$ cat config.mk
export PLATFORM = sky130hd
export DESIGN_NAME = config_text_tokenizer_unit
export DESIGN_NICKNAME = d
export VERILOG_FILES = /design/src/rtl/core/ctt_pkg.sv /design/src/rtl/core/config_text_tokenizer_unit.sv
export SDC_FILE = /design/constraint.sdc
export NUM_CORES = 1
export LEC_CHECK = 0
export BUFFER_PORTS_ARGS = -buffer_cell sky130_fd_sc_hd__buf_2
export CORE_ASPECT_RATIO = 1.1
export CORE_UTILIZATION = 50
export CTS_CLUSTER_DIAMETER = 60
export CTS_CLUSTER_SIZE = 12
export DETAILED_ROUTE_END_ITERATION = 6
export GPL_TIMING_DRIVEN = 0
export PLACE_DENSITY = 0.66
export SLEW_MARGIN = 0
export SYNTH_ARGS = -nofsm -noshare
export SYNTH_HDL_FRONTEND = slang
export SYNTH_SLANG_ARGS = --single-unit
export TNS_END_PERCENT = 10
$ cat constraint.sdc
create_clock -name clock -period 9.1 [get_ports clock]
set_input_delay 1.82 -clock clock [delete_from_list [all_inputs] [get_ports clock]]
set_output_delay 1.82 -clock clock [all_outputs]
set_load 0.005 [all_outputs]
$ cat src/rtl/core/ctt_pkg.sv
package ctt_pkg;

   localparam int OFFSET_BITS = 24;
   localparam int FIELD_BITS  = 24;
   localparam int EXT_BITS    = (OFFSET_BITS > FIELD_BITS) ? OFFSET_BITS : FIELD_BITS;
   localparam int QUEUE_DEPTH = 4;
   localparam int PTR_BITS    = $clog2(QUEUE_DEPTH);
   localparam int COUNT_BITS  = $clog2(QUEUE_DEPTH + 1);

   typedef logic [OFFSET_BITS-1:0] pos_type;
   typedef logic [FIELD_BITS-1:0]  field_type;
   typedef logic [PTR_BITS-1:0]    ptr_type;
   typedef logic [COUNT_BITS-1:0]  count_type;

   localparam pos_type   POS_MAX   = '1;
   localparam field_type FIELD_MAX = '1;

   localparam logic CMD_BYTE = 1'b0;
   localparam logic CMD_END  = 1'b1;

   localparam logic [7:0] CH_SPACE     = 8'h20;
   localparam logic [7:0] CH_NEWLINE   = 8'h0a;
   localparam logic [7:0] CH_TAB       = 8'h09;
   localparam logic [7:0] CH_COMMA     = 8'h2c;
   localparam logic [7:0] CH_DOLLAR    = 8'h24;
   localparam logic [7:0] CH_UNDERLINE = 8'h5f;
   localparam logic [7:0] CH_MINUS     = 8'h2d;
   localparam logic [7:0] CH_PLUS      = 8'h2b;
   localparam logic [7:0] CH_DOT       = 8'h2e;
   localparam logic [7:0] CH_COLON     = 8'h3a;
   localparam logic [7:0] CH_EQUAL     = 8'h3d;
   localparam logic [7:0] CH_LBRACE    = 8'h7b;
   localparam logic [7:0] CH_RBRACE    = 8'h7d;
   localparam logic [7:0] CH_LBRACKET  = 8'h5b;
   localparam logic [7:0] CH_RBRACKET  = 8'h5d;
   localparam logic [7:0] CH_DQUOTE    = 8'h22;
   localparam logic [7:0] CH_SQUOTE    = 8'h27;
   localparam logic [7:0] CH_BACKSLASH = 8'h5c;
   localparam logic [7:0] CH_SLASH     = 8'h2f;
   localparam logic [7:0] CH_STAR      = 8'h2a;
   localparam logic [7:0] CH_LOWER_A   = 8'h61;
   localparam logic [7:0] CH_LOWER_Z   = 8'h7a;
   localparam logic [7:0] CH_UPPER_A   = 8'h41;
   localparam logic [7:0] CH_UPPER_Z   = 8'h5a;
   localparam logic [7:0] CH_DIGIT_0   = 8'h30;
   localparam logic [7:0] CH_DIGIT_9   = 8'h39;

   typedef enum logic [3:0] {
      CAT_ASSIGN     = 4'd0,
      CAT_LBRACE     = 4'd1,
      CAT_RBRACE     = 4'd2,
      CAT_LBRACKET   = 4'd3,
      CAT_RBRACKET   = 4'd4,
      CAT_DOLLAR     = 4'd5,
      CAT_ID         = 4'd6,
      CAT_STRING     = 4'd7,
      CAT_EOF        = 4'd8,
      CAT_UNEXPECTED = 4'd9
   } category_type;

   typedef enum logic [3:0] {
      MODE_IDLE,
      MODE_ID,
      MODE_DQ,
      MODE_SQ,
      MODE_DQ_ESC,
      MODE_SQ_ESC,
      MODE_SLASH,
      MODE_LINE,
      MODE_BLOCK,
      MODE_BLOCK_STAR,
      MODE_ERROR
   } mode_type;

   typedef struct packed {
      category_type category;
      field_type    start_offset;
      field_type    token_length;
      logic         last_of_run;
   } token_type;

   typedef struct packed {
      logic         emit;
      category_type category;
      logic         len_one;
      logic         take_start;
      mode_type     mode;
   } idle_type;

   function automatic pos_type sat_inc(pos_type v);
      return (v == POS_MAX) ? v : pos_type'(v + 1'b1);
   endfunction

   function automatic pos_type span(pos_type from, pos_type to);
      return (to > from) ? pos_type'(to - from) : '0;
   endfunction

   function automatic field_type clip(pos_type v);
      logic [EXT_BITS-1:0] ext;
      ext = EXT_BITS'(v);
      return (ext > EXT_BITS'(FIELD_MAX)) ? FIELD_MAX : ext[FIELD_BITS-1:0];
   endfunction

   function automatic logic is_word(logic [7:0] c);
      return (c >= CH_LOWER_A && c <= CH_LOWER_Z) || (c >= CH_UPPER_A && c <= CH_UPPER_Z) ||
             (c >= CH_DIGIT_0 && c <= CH_DIGIT_9) || c == CH_UNDERLINE ||
             c == CH_MINUS || c == CH_PLUS || c == CH_DOT;
   endfunction

   function automatic idle_type lex_idle(logic [7:0] c, logic skip);
      idle_type r;
      r = '{emit: 1'b0, category: CAT_UNEXPECTED, len_one: 1'b1, take_start: 1'b0,
            mode: MODE_IDLE};
      if (skip && (c == CH_SPACE || c == CH_NEWLINE || c == CH_TAB || c == CH_COMMA)) begin
         r.emit = 1'b0;
      end else if (skip && c == CH_SLASH) begin
         r.take_start = 1'b1;
         r.mode       = MODE_SLASH;
      end else if (c == CH_COLON || c == CH_EQUAL) begin
         r.emit     = 1'b1;
         r.category = CAT_ASSIGN;
      end else if (c == CH_LBRACE) begin
         r.emit     = 1'b1;
         r.category = CAT_LBRACE;
      end else if (c == CH_RBRACE) begin
         r.emit     = 1'b1;
         r.category = CAT_RBRACE;
      end else if (c == CH_LBRACKET) begin
         r.emit     = 1'b1;
         r.category = CAT_LBRACKET;
      end else if (c == CH_RBRACKET) begin
         r.emit     = 1'b1;
         r.category = CAT_RBRACKET;
      end else if (c == CH_DOLLAR) begin
         r.emit     = 1'b1;
         r.category = CAT_DOLLAR;
      end else if (c == CH_DQUOTE) begin
         r.take_start = 1'b1;
         r.mode       = MODE_DQ;
      end else if (c == CH_SQUOTE) begin
         r.take_start = 1'b1;
         r.mode       = MODE_SQ;
      end else if (is_word(c)) begin
         r.take_start = 1'b1;
         r.mode       = MODE_ID;
      end else begin
         r.emit     = 1'b1;
         r.category = CAT_UNEXPECTED;
         r.len_one  = 1'b0;
         r.mode     = MODE_ERROR;
      end
      return r;
   endfunction

   function automatic token_type make_token(category_type cat, pos_type start, pos_type len,
                                            logic last);
      token_type t;
      t.category     = cat;
      t.start_offset = clip(start);
      t.token_length = clip(len);
      t.last_of_run  = last;
      return t;
   endfunction

endpackage

$ cat src/rtl/core/config_text_tokenizer_unit.sv
// streaming lexer for configuration text, one byte per request
//
// request channel (req_): req_command 0 carries req_text_byte, 1 marks end of text.
// a request is taken in every cycle in which req_valid and req_ready are both high.
// response channel (rsp_): one token per transfer with category, start offset,
// length and last_of_run, which flags the final token of a request. a request
// gives zero, one or two tokens; the end-of-text request after an error gives none.
// csr_ channel: csr_skip_blanks is written when csr_valid and csr_ready are high;
// csr_ready is always high. write it only while the unit is idle.
//
// a token enters the queue when its request is taken and leaves from its head.
// throughput: one request per cycle while req_ready is high; tokens leave one per
// cycle while rsp_ready is high, so a two-token request uses separate transfers.
// tokens wait in a four entry queue; req_ready drops while fewer than two entries
// are free, so a stalled receiver holds off new requests without losing any token.
// reset (synchronous): lexer idle, offsets zero, skip_blanks set, queue empty.
module config_text_tokenizer_unit (
   input  logic                     clock,
   input  logic                     reset,
   input  logic                     req_valid,
   output logic                     req_ready,
   input  logic                     req_command,
   input  logic [7:0]               req_text_byte,
   output logic                     rsp_valid,
   input  logic                     rsp_ready,
   output ctt_pkg::category_type    rsp_category,
   output ctt_pkg::field_type       rsp_start_offset,
   output ctt_pkg::field_type       rsp_token_length,
   output logic                     rsp_last_of_run,
   input  logic                     csr_valid,
   output logic                     csr_ready,
   input  logic                     csr_skip_blanks
);
   import ctt_pkg::*;

   logic       skip_ff;
   mode_type   mode_ff, mode_in;
   pos_type    position_ff, position_in;
   pos_type    start_ff, start_in;

   token_type  queue_ff [QUEUE_DEPTH];
   ptr_type    wr_ptr_ff, wr_ptr_in;
   ptr_type    rd_ptr_ff, rd_ptr_in;
   count_type  count_ff, count_in;

   idle_type   idle;
   logic       word;
   logic       req_take;
   logic       rsp_take;
   logic       t0_valid, t1_valid;
   token_type  t0, t1;
   pos_type    str_start;
   ptr_type    wr_next;

   assign csr_ready = 1'b1;
   assign req_ready = (count_ff <= count_type'(QUEUE_DEPTH - 2));
   assign req_take  = req_valid && req_ready;
   assign rsp_valid = (count_ff != '0);
   assign rsp_take  = rsp_valid && rsp_ready;

   assign idle      = lex_idle(req_text_byte, skip_ff);
   assign word      = is_word(req_text_byte);
   assign str_start = sat_inc(start_ff);

   // next state
   always_comb begin
      mode_in     = mode_ff;
      start_in    = start_ff;
      position_in = sat_inc(position_ff);
      if (req_command == CMD_END) begin
         mode_in     = MODE_IDLE;
         start_in    = '0;
         position_in = '0;
      end else begin
         case (mode_ff)
            MODE_IDLE: begin
               mode_in = idle.mode;
               if (idle.take_start) begin
                  start_in = position_ff;
               end
            end
            MODE_ID: begin
               if (!word) begin
                  mode_in = idle.mode;
                  if (idle.take_start) begin
                     start_in = position_ff;
                  end
               end
            end
            MODE_DQ: begin
               if (req_text_byte == CH_BACKSLASH) begin
                  mode_in = MODE_DQ_ESC;
               end else if (req_text_byte == CH_DQUOTE) begin
                  mode_in = MODE_IDLE;
               end
            end
            MODE_SQ: begin
               if (req_text_byte == CH_BACKSLASH) begin
                  mode_in = MODE_SQ_ESC;
               end else if (req_text_byte == CH_SQUOTE) begin
                  mode_in = MODE_IDLE;
               end
            end
            MODE_DQ_ESC: mode_in = MODE_DQ;
            MODE_SQ_ESC: mode_in = MODE_SQ;
            MODE_SLASH: begin
               if (req_text_byte == CH_SLASH) begin
                  mode_in = MODE_LINE;
               end else if (req_text_byte == CH_STAR) begin
                  mode_in = MODE_BLOCK;
               end else begin
                  mode_in = MODE_ERROR;
               end
            end
            MODE_LINE: begin
               if (req_text_byte == CH_NEWLINE) begin
                  mode_in = MODE_IDLE;
               end
            end
            MODE_BLOCK: begin
               if (req_text_byte == CH_STAR) begin
                  mode_in = MODE_BLOCK_STAR;
               end
            end
            MODE_BLOCK_STAR: begin
               if (req_text_byte == CH_SLASH) begin
                  mode_in = MODE_IDLE;
               end else if (req_text_byte != CH_STAR) begin
                  mode_in = MODE_BLOCK;
               end
            end
            default: mode_in = MODE_ERROR;
         endcase
      end
   end

   // tokens of this request
   always_comb begin
      t0_valid = 1'b0;
      t1_valid = 1'b0;
      t0       = make_token(CAT_EOF, position_ff, '0, 1'b1);
      t1       = make_token(idle.category, position_ff, pos_type'(idle.len_one), 1'b1);
      if (req_command == CMD_END) begin
         case (mode_ff)
            MODE_IDLE, MODE_LINE: begin
               t0_valid = 1'b1;
            end
            MODE_ID: begin
               t0_valid = 1'b1;
               t0       = make_token(CAT_EOF, start_ff, span(start_ff, position_ff), 1'b1);
            end
            MODE_ERROR: t0_valid = 1'b0;
            default: begin
               t0_valid = 1'b1;
               t0       = make_token(CAT_UNEXPECTED, start_ff, '0, 1'b1);
            end
         endcase
      end else begin
         case (mode_ff)
            MODE_IDLE: begin
               t0_valid = idle.emit;
               t0       = make_token(idle.category, position_ff, pos_type'(idle.len_one),
                                     1'b1);
            end
            MODE_ID: begin
               t0_valid = !word;
               t1_valid = !word && idle.emit;
               t0       = make_token(CAT_ID, start_ff, span(start_ff, position_ff),
                                     !t1_valid);
            end
            MODE_DQ: begin
               t0_valid = (req_text_byte == CH_DQUOTE);
               t0       = make_token(CAT_STRING, str_start, span(str_start, position_ff),
                                     1'b1);
            end
            MODE_SQ: begin
               t0_valid = (req_text_byte == CH_SQUOTE);
               t0       = make_token(CAT_STRING, str_start, span(str_start, position_ff),
                                     1'b1);
            end
            MODE_SLASH: begin
               t0_valid = (req_text_byte != CH_SLASH) && (req_text_byte != CH_STAR);
               t0       = make_token(CAT_UNEXPECTED, start_ff, '0, 1'b1);
            end
            default: t0_valid = 1'b0;
         endcase
      end
   end

   assign wr_next = ptr_type'(wr_ptr_ff + 1'b1);

   always_comb begin
      wr_ptr_in = wr_ptr_ff;
      rd_ptr_in = rd_ptr_ff;
      count_in  = count_ff;
      if (req_take) begin
         wr_ptr_in = ptr_type'(wr_ptr_ff + {{(PTR_BITS-1){1'b0}}, t0_valid}
                               + {{(PTR_BITS-1){1'b0}}, t1_valid});
      end
      if (rsp_take) begin
         rd_ptr_in = ptr_type'(rd_ptr_ff + 1'b1);
      end
      count_in = count_type'(count_ff
                             + {{(COUNT_BITS-1){1'b0}}, req_take && t0_valid}
                             + {{(COUNT_BITS-1){1'b0}}, req_take && t1_valid}
                             - {{(COUNT_BITS-1){1'b0}}, rsp_take});
   end

   always_ff @(posedge clock) begin
      if (reset) begin
         skip_ff     <= 1'b1;
         mode_ff     <= MODE_IDLE;
         position_ff <= '0;
         start_ff    <= '0;
         wr_ptr_ff   <= '0;
         rd_ptr_ff   <= '0;
         count_ff    <= '0;
      end else begin
         if (csr_valid && csr_ready) begin
            skip_ff <= csr_skip_blanks;
         end
         if (req_take) begin
            mode_ff     <= mode_in;
            position_ff <= position_in;
            start_ff    <= start_in;
         end
         wr_ptr_ff <= wr_ptr_in;
         rd_ptr_ff <= rd_ptr_in;
         count_ff  <= count_in;
      end
   end

   // token queue
   always_ff @(posedge clock) begin
      if (req_take && t0_valid) begin
         queue_ff[wr_ptr_ff] <= t0;
      end
      if (req_take && t1_valid) begin
         queue_ff[wr_next] <= t1;
      end
   end

   assign rsp_category     = queue_ff[rd_ptr_ff].category;
   assign rsp_start_offset = queue_ff[rd_ptr_ff].start_offset;
   assign rsp_token_length = queue_ff[rd_ptr_ff].token_length;
   assign rsp_last_of_run  = queue_ff[rd_ptr_ff].last_of_run;

endmodule

---- Word level (Yosys, flattened, before mapping) ----
Memory sizes are Yosys's and may differ from the RTL's. A register that Yosys moved wholly into a read port is not among the register bits.
Index checks and enable logic that the tools add are counted.
storage, ports and cells
  bits of input ports ..................... 15
  memories kept ........................... 1
  logic and storage cells ................. 169
  RAM bits ................................ 212
  flip-flop bits (word level) ............. 60
  output and inout port bits .............. 56
operators by class
  reduce and logical (&&, ||, !) cells .... 31
  equality and inequality tests ........... 41
  muxes and demuxes ....................... 64
  order comparisons ....................... 14
  add/subtract/negate cells ............... 11
memory list
  name      depth  width  rd ports  clocked after Yosys merged registers in  write ports  line                              source
  queue_ff  4      53     1         1                                        2            config_text_tokenizer_unit.sv:41  token_type queue_ff [QUEUE_DEPTH];
operators by type and width
  cell                                                                                 count
  24-bit 2-to-1 mux                                                                    13
  53-bit one-hot mux with 4 select lines                                               1
  24-bit > comparator, second input constant                                           5
  50-bit one-hot mux with 2 select lines                                               1
  8-bit by 6-bit equality test with 1-bit output, second input constant                12
  6-bit 2-to-1 mux                                                                     10
  53-bit 2-to-1 mux                                                                    1
  24-bit by 1-bit adder with 24-bit output, second input constant                      2
  24-bit equality test, second input constant                                          2
  8-bit by 7-bit equality test with 1-bit output, second input constant                6
  24-bit > comparator                                                                  2
  4-bit 2-to-1 mux                                                                     12
  24-bit one-hot mux with 2 select lines                                               1
  24-bit subtractor                                                                    2
  5-bit 2-to-1 mux                                                                     9
  4-bit one-hot mux with 10 select lines                                               1
  4-bit by 3-bit equality test with 1-bit output, second input constant                4
  8-bit by 4-bit equality test with 1-bit output, second input constant                2
  8-bit by 7-bit greater-or-equal comparator with 1-bit output, second input constant  2
  8-bit by 7-bit less-or-equal comparator with 1-bit output, second input constant     2
  8-bit by 6-bit != test with 1-bit output, second input constant                      2
  4-bit equality test, second input constant                                           3
  4-bit != test, second input constant                                                 3
  1-bit logical AND                                                                    11
  24 further kinds                                                                     52

---- Depth between registers and ports, before layout ----
  depth in word-level cells ............... 25
  depth in mapped cells ................... 18
  mapped depth without buffers ............ 16

---- Worst setup path before layout ----
Ideal clock, no wire load.
  path type ............................... input to register
  start point ............................. in req_text_byte[0]
  end point ............................... reg count_ff[2]
  arrival time ............................ 4.850 ns
  path slack .............................. 4.122 ns
  buffers on the path ..................... 2
  setup time .............................. 0.128 ns
  stages on the path ...................... 15
  data required time ...................... 8.972 ns
  cells stage by stage .................... buf_2 -> xor2_1 -> mux2_2 -> a41oi_2 -> nand3_1 -> o211ai_2 -> buf_4 -> nor2b_1 -> nand2_1 -> ha_1 -> inv_1 -> fa_1 -> fa_1 -> xor2_1 -> nor2_1
on the way
  longest elaborated chain between the ends .. 25
  elaborated cells on any way between the ends .. 64
  those cells by class .................... add/sub (3); order compare (6); eq/ne (20); mux (15); reduce/logical (20)
ends and longest elaborated chain
  what                                                                                                                                       line                                                                  source
  start, declared                                                                                                                            config_text_tokenizer_unit.sv:23                                      input logic [7:0] req_text_byte,
  8-bit by 7-bit greater-or-equal comparator with 1-bit output or 8-bit by 7-bit less-or-equal comparator with 1-bit output (tied branches)  ctt_pkg.sv:105                                                        return (c >= CH_LOWER_A && c <= CH_LOWER_Z) || (c >= CH_UPPER_A && c <= CH_UPPER_Z) ||
  1-bit logical AND                                                                                                                          ctt_pkg.sv:105
  1-bit logical OR (2 in a row)                                                                                                              ctt_pkg.sv:105
  1-bit logical OR (2 in a row)                                                                                                              ctt_pkg.sv:106                                                        (c >= CH_DIGIT_0 && c <= CH_DIGIT_9) || c == CH_UNDERLINE ||
  1-bit logical OR (2 in a row)                                                                                                              ctt_pkg.sv:107                                                        c == CH_MINUS || c == CH_PLUS || c == CH_DOT;
  6-bit 2-to-1 mux                                                                                                                           ctt_pkg.sv:143                                                        end else if (is_word(c)) begin
  6-bit 2-to-1 mux                                                                                                                           ctt_pkg.sv:140                                                        end else if (c == CH_SQUOTE) begin
  6-bit 2-to-1 mux                                                                                                                           ctt_pkg.sv:137                                                        end else if (c == CH_DQUOTE) begin
  (+6 left out)                                                                                                                              -
  6-bit 2-to-1 mux                                                                                                                           ctt_pkg.sv:116                                                        end else if (skip && c == CH_SLASH) begin
  1-bit 2-to-1 mux                                                                                                                           ctt_pkg.sv:114                                                        if (skip && (c == CH_SPACE || c == CH_NEWLINE || c == CH_TAB || c == CH_COMMA)) begin
  1-bit one-hot mux with 5 select lines or 1-bit logical AND (tied branches)                                                                 config_text_tokenizer_unit.sv:159, config_text_tokenizer_unit.sv:167
  1-bit 2-to-1 mux (on tied branches)                                                                                                        config_text_tokenizer_unit.sv:143, config_text_tokenizer_unit.sv:159
  1-bit logical AND or 1-bit 2-to-1 mux (tied branches)                                                                                      config_text_tokenizer_unit.sv:204, config_text_tokenizer_unit.sv:143
  3-bit by 1-bit adder with 3-bit output or 1-bit logical AND (tied branches)                                                                config_text_tokenizer_unit.sv:204, config_text_tokenizer_unit.sv:205
  3-bit by 1-bit adder with 3-bit output (*)                                                                                                 config_text_tokenizer_unit.sv:205                                     + {{(COUNT_BITS-1){1'b0}}, req_take && t1_valid}
  3-bit by 1-bit subtractor with 3-bit output (*)                                                                                            config_text_tokenizer_unit.sv:206                                     - {{(COUNT_BITS-1){1'b0}}, rsp_take});
  end signal, assigned                                                                                                                       config_text_tokenizer_unit.sv:229                                     count_ff <= count_in;
  end, declared                                                                                                                              config_text_tokenizer_unit.sv:44                                      count_type count_ff, count_in;
Mark *: on every way between the ends. The rest lies on a longest branch, timed or not.
A chain may end at the register's enable or synchronous reset.

==> flow_metrics.py <==
metrics = {
    "cts": {
        "clkLatencyLatePin_ns": 0.58,
        "cts_tree": "done",
        "clkTransAtPathRegs_ns": 0.06,
        "clock-root-buffer": "clkbuf_16",
        "cts.sinks": 274,
        "post_cts_buffers": 0,
        "cts_buffers": 29,
        "htree_levels": 1,
        "cts_resized": 0,
        "cts_buffer_depth": 3,
        "hold_buffers": 0,
    },
    "timing": {
        "setup_viol": 0,
        "max_freq_ghz": 0.175,
        "drv_slew": 0,
        "fin_crit_sh_pct": 62.7,
        "fin_skew_ns": 0.0112,
        "min_period_ns": 5.71,
        "worst_pin_slew_ns": 1.37,
        "layout_setup_ws_ns": 3.39,
        "slew-limit-headroom_pct": 8.29,
        "hold_violations": 0,
        "setup_tns_ns": 0,
        "rsz0062_at_grt": "false",
    },
    "yosys": {
        "syn_area_per_cell_um2": 9.49,
        "synthTopCellsByCount": "nand2_1 (208), dfxtp_1 (158), o21ai_0 (141), edfxtp_1 (116), nor2_1 (109)",
        "synth-seq-cells": 274,
        "synth.area.top_cells": "edfxtp_1 (21%), dfxtp_1 (19%), mux4_2 (7.1%), nand2_1 (4.7%), o21ai_0 (4.2%)",
        "synth-edff-count": 116,
        "synth_cell_type_count": 96,
        "yosys.area.top_type": "edfxtp_1",
        "async_reset_ff_share_pct": 0,
        "synthCells": 1759,
        "synthFlopType": "dfxtp_1",
        "synth.most_common_cell": "nand2_1",
        "synth_warnings": 0,
        "synth_top_area_share_pct": 20.9,
        "syn_area_um2": 16700,
        "synth_fp_nets": 1831,
        "seq_area_frac_synth_pct": 39.8,
    },
    "drt": {
        "drc": 0,
        "dr.pass1.iters": 6,
        "ant_nets": 0,
        "drt_iter0_drc": 1975,
        "avgViaCountPerCell": 6.68,
        "num_vias": 15369,
        "wirelength_mm": 58.9,
        "wl_per_cell_um": 25.6,
    },
    "die": {
        "io_pins": 71,
        "die_width_um": 176,
        "rows": 69,
        "start_util_pct": 51.3,
        "die_y_um": 194,
        "dieArea_um2": 34100,
        "core_um2": 32500,
    },
    "pwr": {
        "leakagePower_nw": 6.71,
        "power_w": 0.00373,
        "p_per_area_nw_per_um2": 202,
        "irDropWorstVdd_uv": 136,
    },
    "final_layout": {
        "area_delta_synth_final_pct": 10.7,
        "num-nets-final": 1929,
        "drive_gt1_share_pct": 12.7,
        "antenna_cells": 0,
    },
    "global_route": {
        "grt_pass1_vias": 14439,
        "grt_pass1_wl_mm": 88.3,
        "track_usage_pct": 34.5,
        "grt_overflow": 0,
        "grt_max_degree": 31,
        "antenna_found_initial": 0,
    },
    "hold_path": {
        "min_path_type": "flop to flop",
    },
    "place": {
        "dp_slack_ns": 3.45,
        "io_buffers": 64,
        "place_hpwl_mm": 44.3,
        "gp_congestion": 0.976,
    },
    "worst_setup_path": {
        "end_kind": "flop",
        "critical_path.max_fanout": 8,
        "startpoint_type": "flop",
        "crit_arrival_ns": 6.10,
        "path_class": "flop to flop",
        "critPathRequiredTime_ns": 9.49,
        "regToRegSetupSlack_ns": 3.39,
    },
    "job": {
        "maxCapViolCount": 0,
    },
    "status": {
        "status": "finished clean",
    },
}
==> kinds of logic after synthesis <==
group | after synthesis | synth area share [%]
compound gates | 530 | 22.2
xor+xnor | 87 | 4.56
other cells | 1 | 0.0225
flops | 274 | 39.8
simple gates | 557 | 16.3
fa+ha+maj | 57 | 4.50
mux | 64 | 7.82
buf+inv | 189 | 4.77
==> flip-flops by register name, indices dropped and copies added, names as in the netlist, named ones only <==
register	count
mode_ff	4
wr_ptr_ff	2
start_ff	24
count_ff	3
queue_ff	212
skip_ff	1
position_ff	24
rd_ptr_ff	2
==> worst max-delay path, stage by stage (launching register included) <==
cell and delay [ns]:
dfxtp_1 0.51, ha_1 0.30, nand2_1 0.12, nor4_1 0.44
nand3_1 0.43, mux2i_1 0.49, ha_1 0.36, a21oi_1 0.24
o221ai_1 0.30, a2111o_1 0.53, a211o_1 0.31, and2_1 0.17
a311oi_1 1.06, o221ai_1 0.28
==> metal layers <==
metal / up-vias / share of wire [%] / GRT usage (%)
met5: - / 0 / 0
met4: 0 / 4.4 / 14.3
met3: 154 / 11 / 5.78
met2: 959 / 45 / 53.3
met1: 7406 / 40 / 47.7
li1: 6850 / - / -
==> power breakdown <==
group	total (W)	switching [W]	internal (W)
clock network	0.00112	0.000504	0.000613
registers	0.00144	0.0000472	0.00139
logic	0.00117	0.000735	0.000436
total	0.00373	0.00129	0.00244
==> worst paths after layout <==
path,end,start,cells after the start
worst max-delay path,queue_ff[1][22]$_SDFFE_PP0N_,start_ff[0]$_SDFFE_PP0P_,13
worst max register to register,queue_ff[1][22]$_SDFFE_PP0N_,start_ff[0]$_SDFFE_PP0P_,13
worst min register to register,queue_ff[3][17]$_SDFFE_PP0N_,queue_ff[3][17]$_SDFFE_PP0N_,2
worst min-delay path,queue_ff[3][17]$_SDFFE_PP0N_,queue_ff[3][17]$_SDFFE_PP0N_,2
==> cell usage in the layout, fill, tap and decap left out, drive strengths merged, types with 32 or more instances in the layout <==
master  instances
clkbuf        120
nand3          42
buf           119
edfxtp        116
nor2          109
a21oi          78
inv            61
nor3           64
ha             52
dfxtp         158
xor2           32
o21ai         152
nand2         208
xnor2          55
a22o           64
mux4           53
==> final cells by class <==
class                      count  area, um^2
timing repair buffer          67         403
fill                        2901       14100
inverter                      59         221
multi-input combinational   1296        9250
buffer                       130         574
clock buffer                  42         806
clock inverter                 6        50.0
sequential                   274        6650
tap                          426         533
==> per-stage QoR <==
| stage | hold slack (ns) | cells | util (%) | instance area [um^2] |
|---|---|---|---|---|
| finish | 0.447 | 2300 | 56.8 | 18500 |
| global route | 0.472 | 2300 | 56.8 | 18500 |
| CTS | 0.452 | 2297 | 56.5 | 18400 |
| detailed placement | 0.437 | 2249 | 53.9 | 17500 |
| global placement | 0.429 | 2249 | 53.9 | 17500 |
| floorplan | 0.420 | 1759 | - | 16700 |
(Power assumes the default switching activity.)
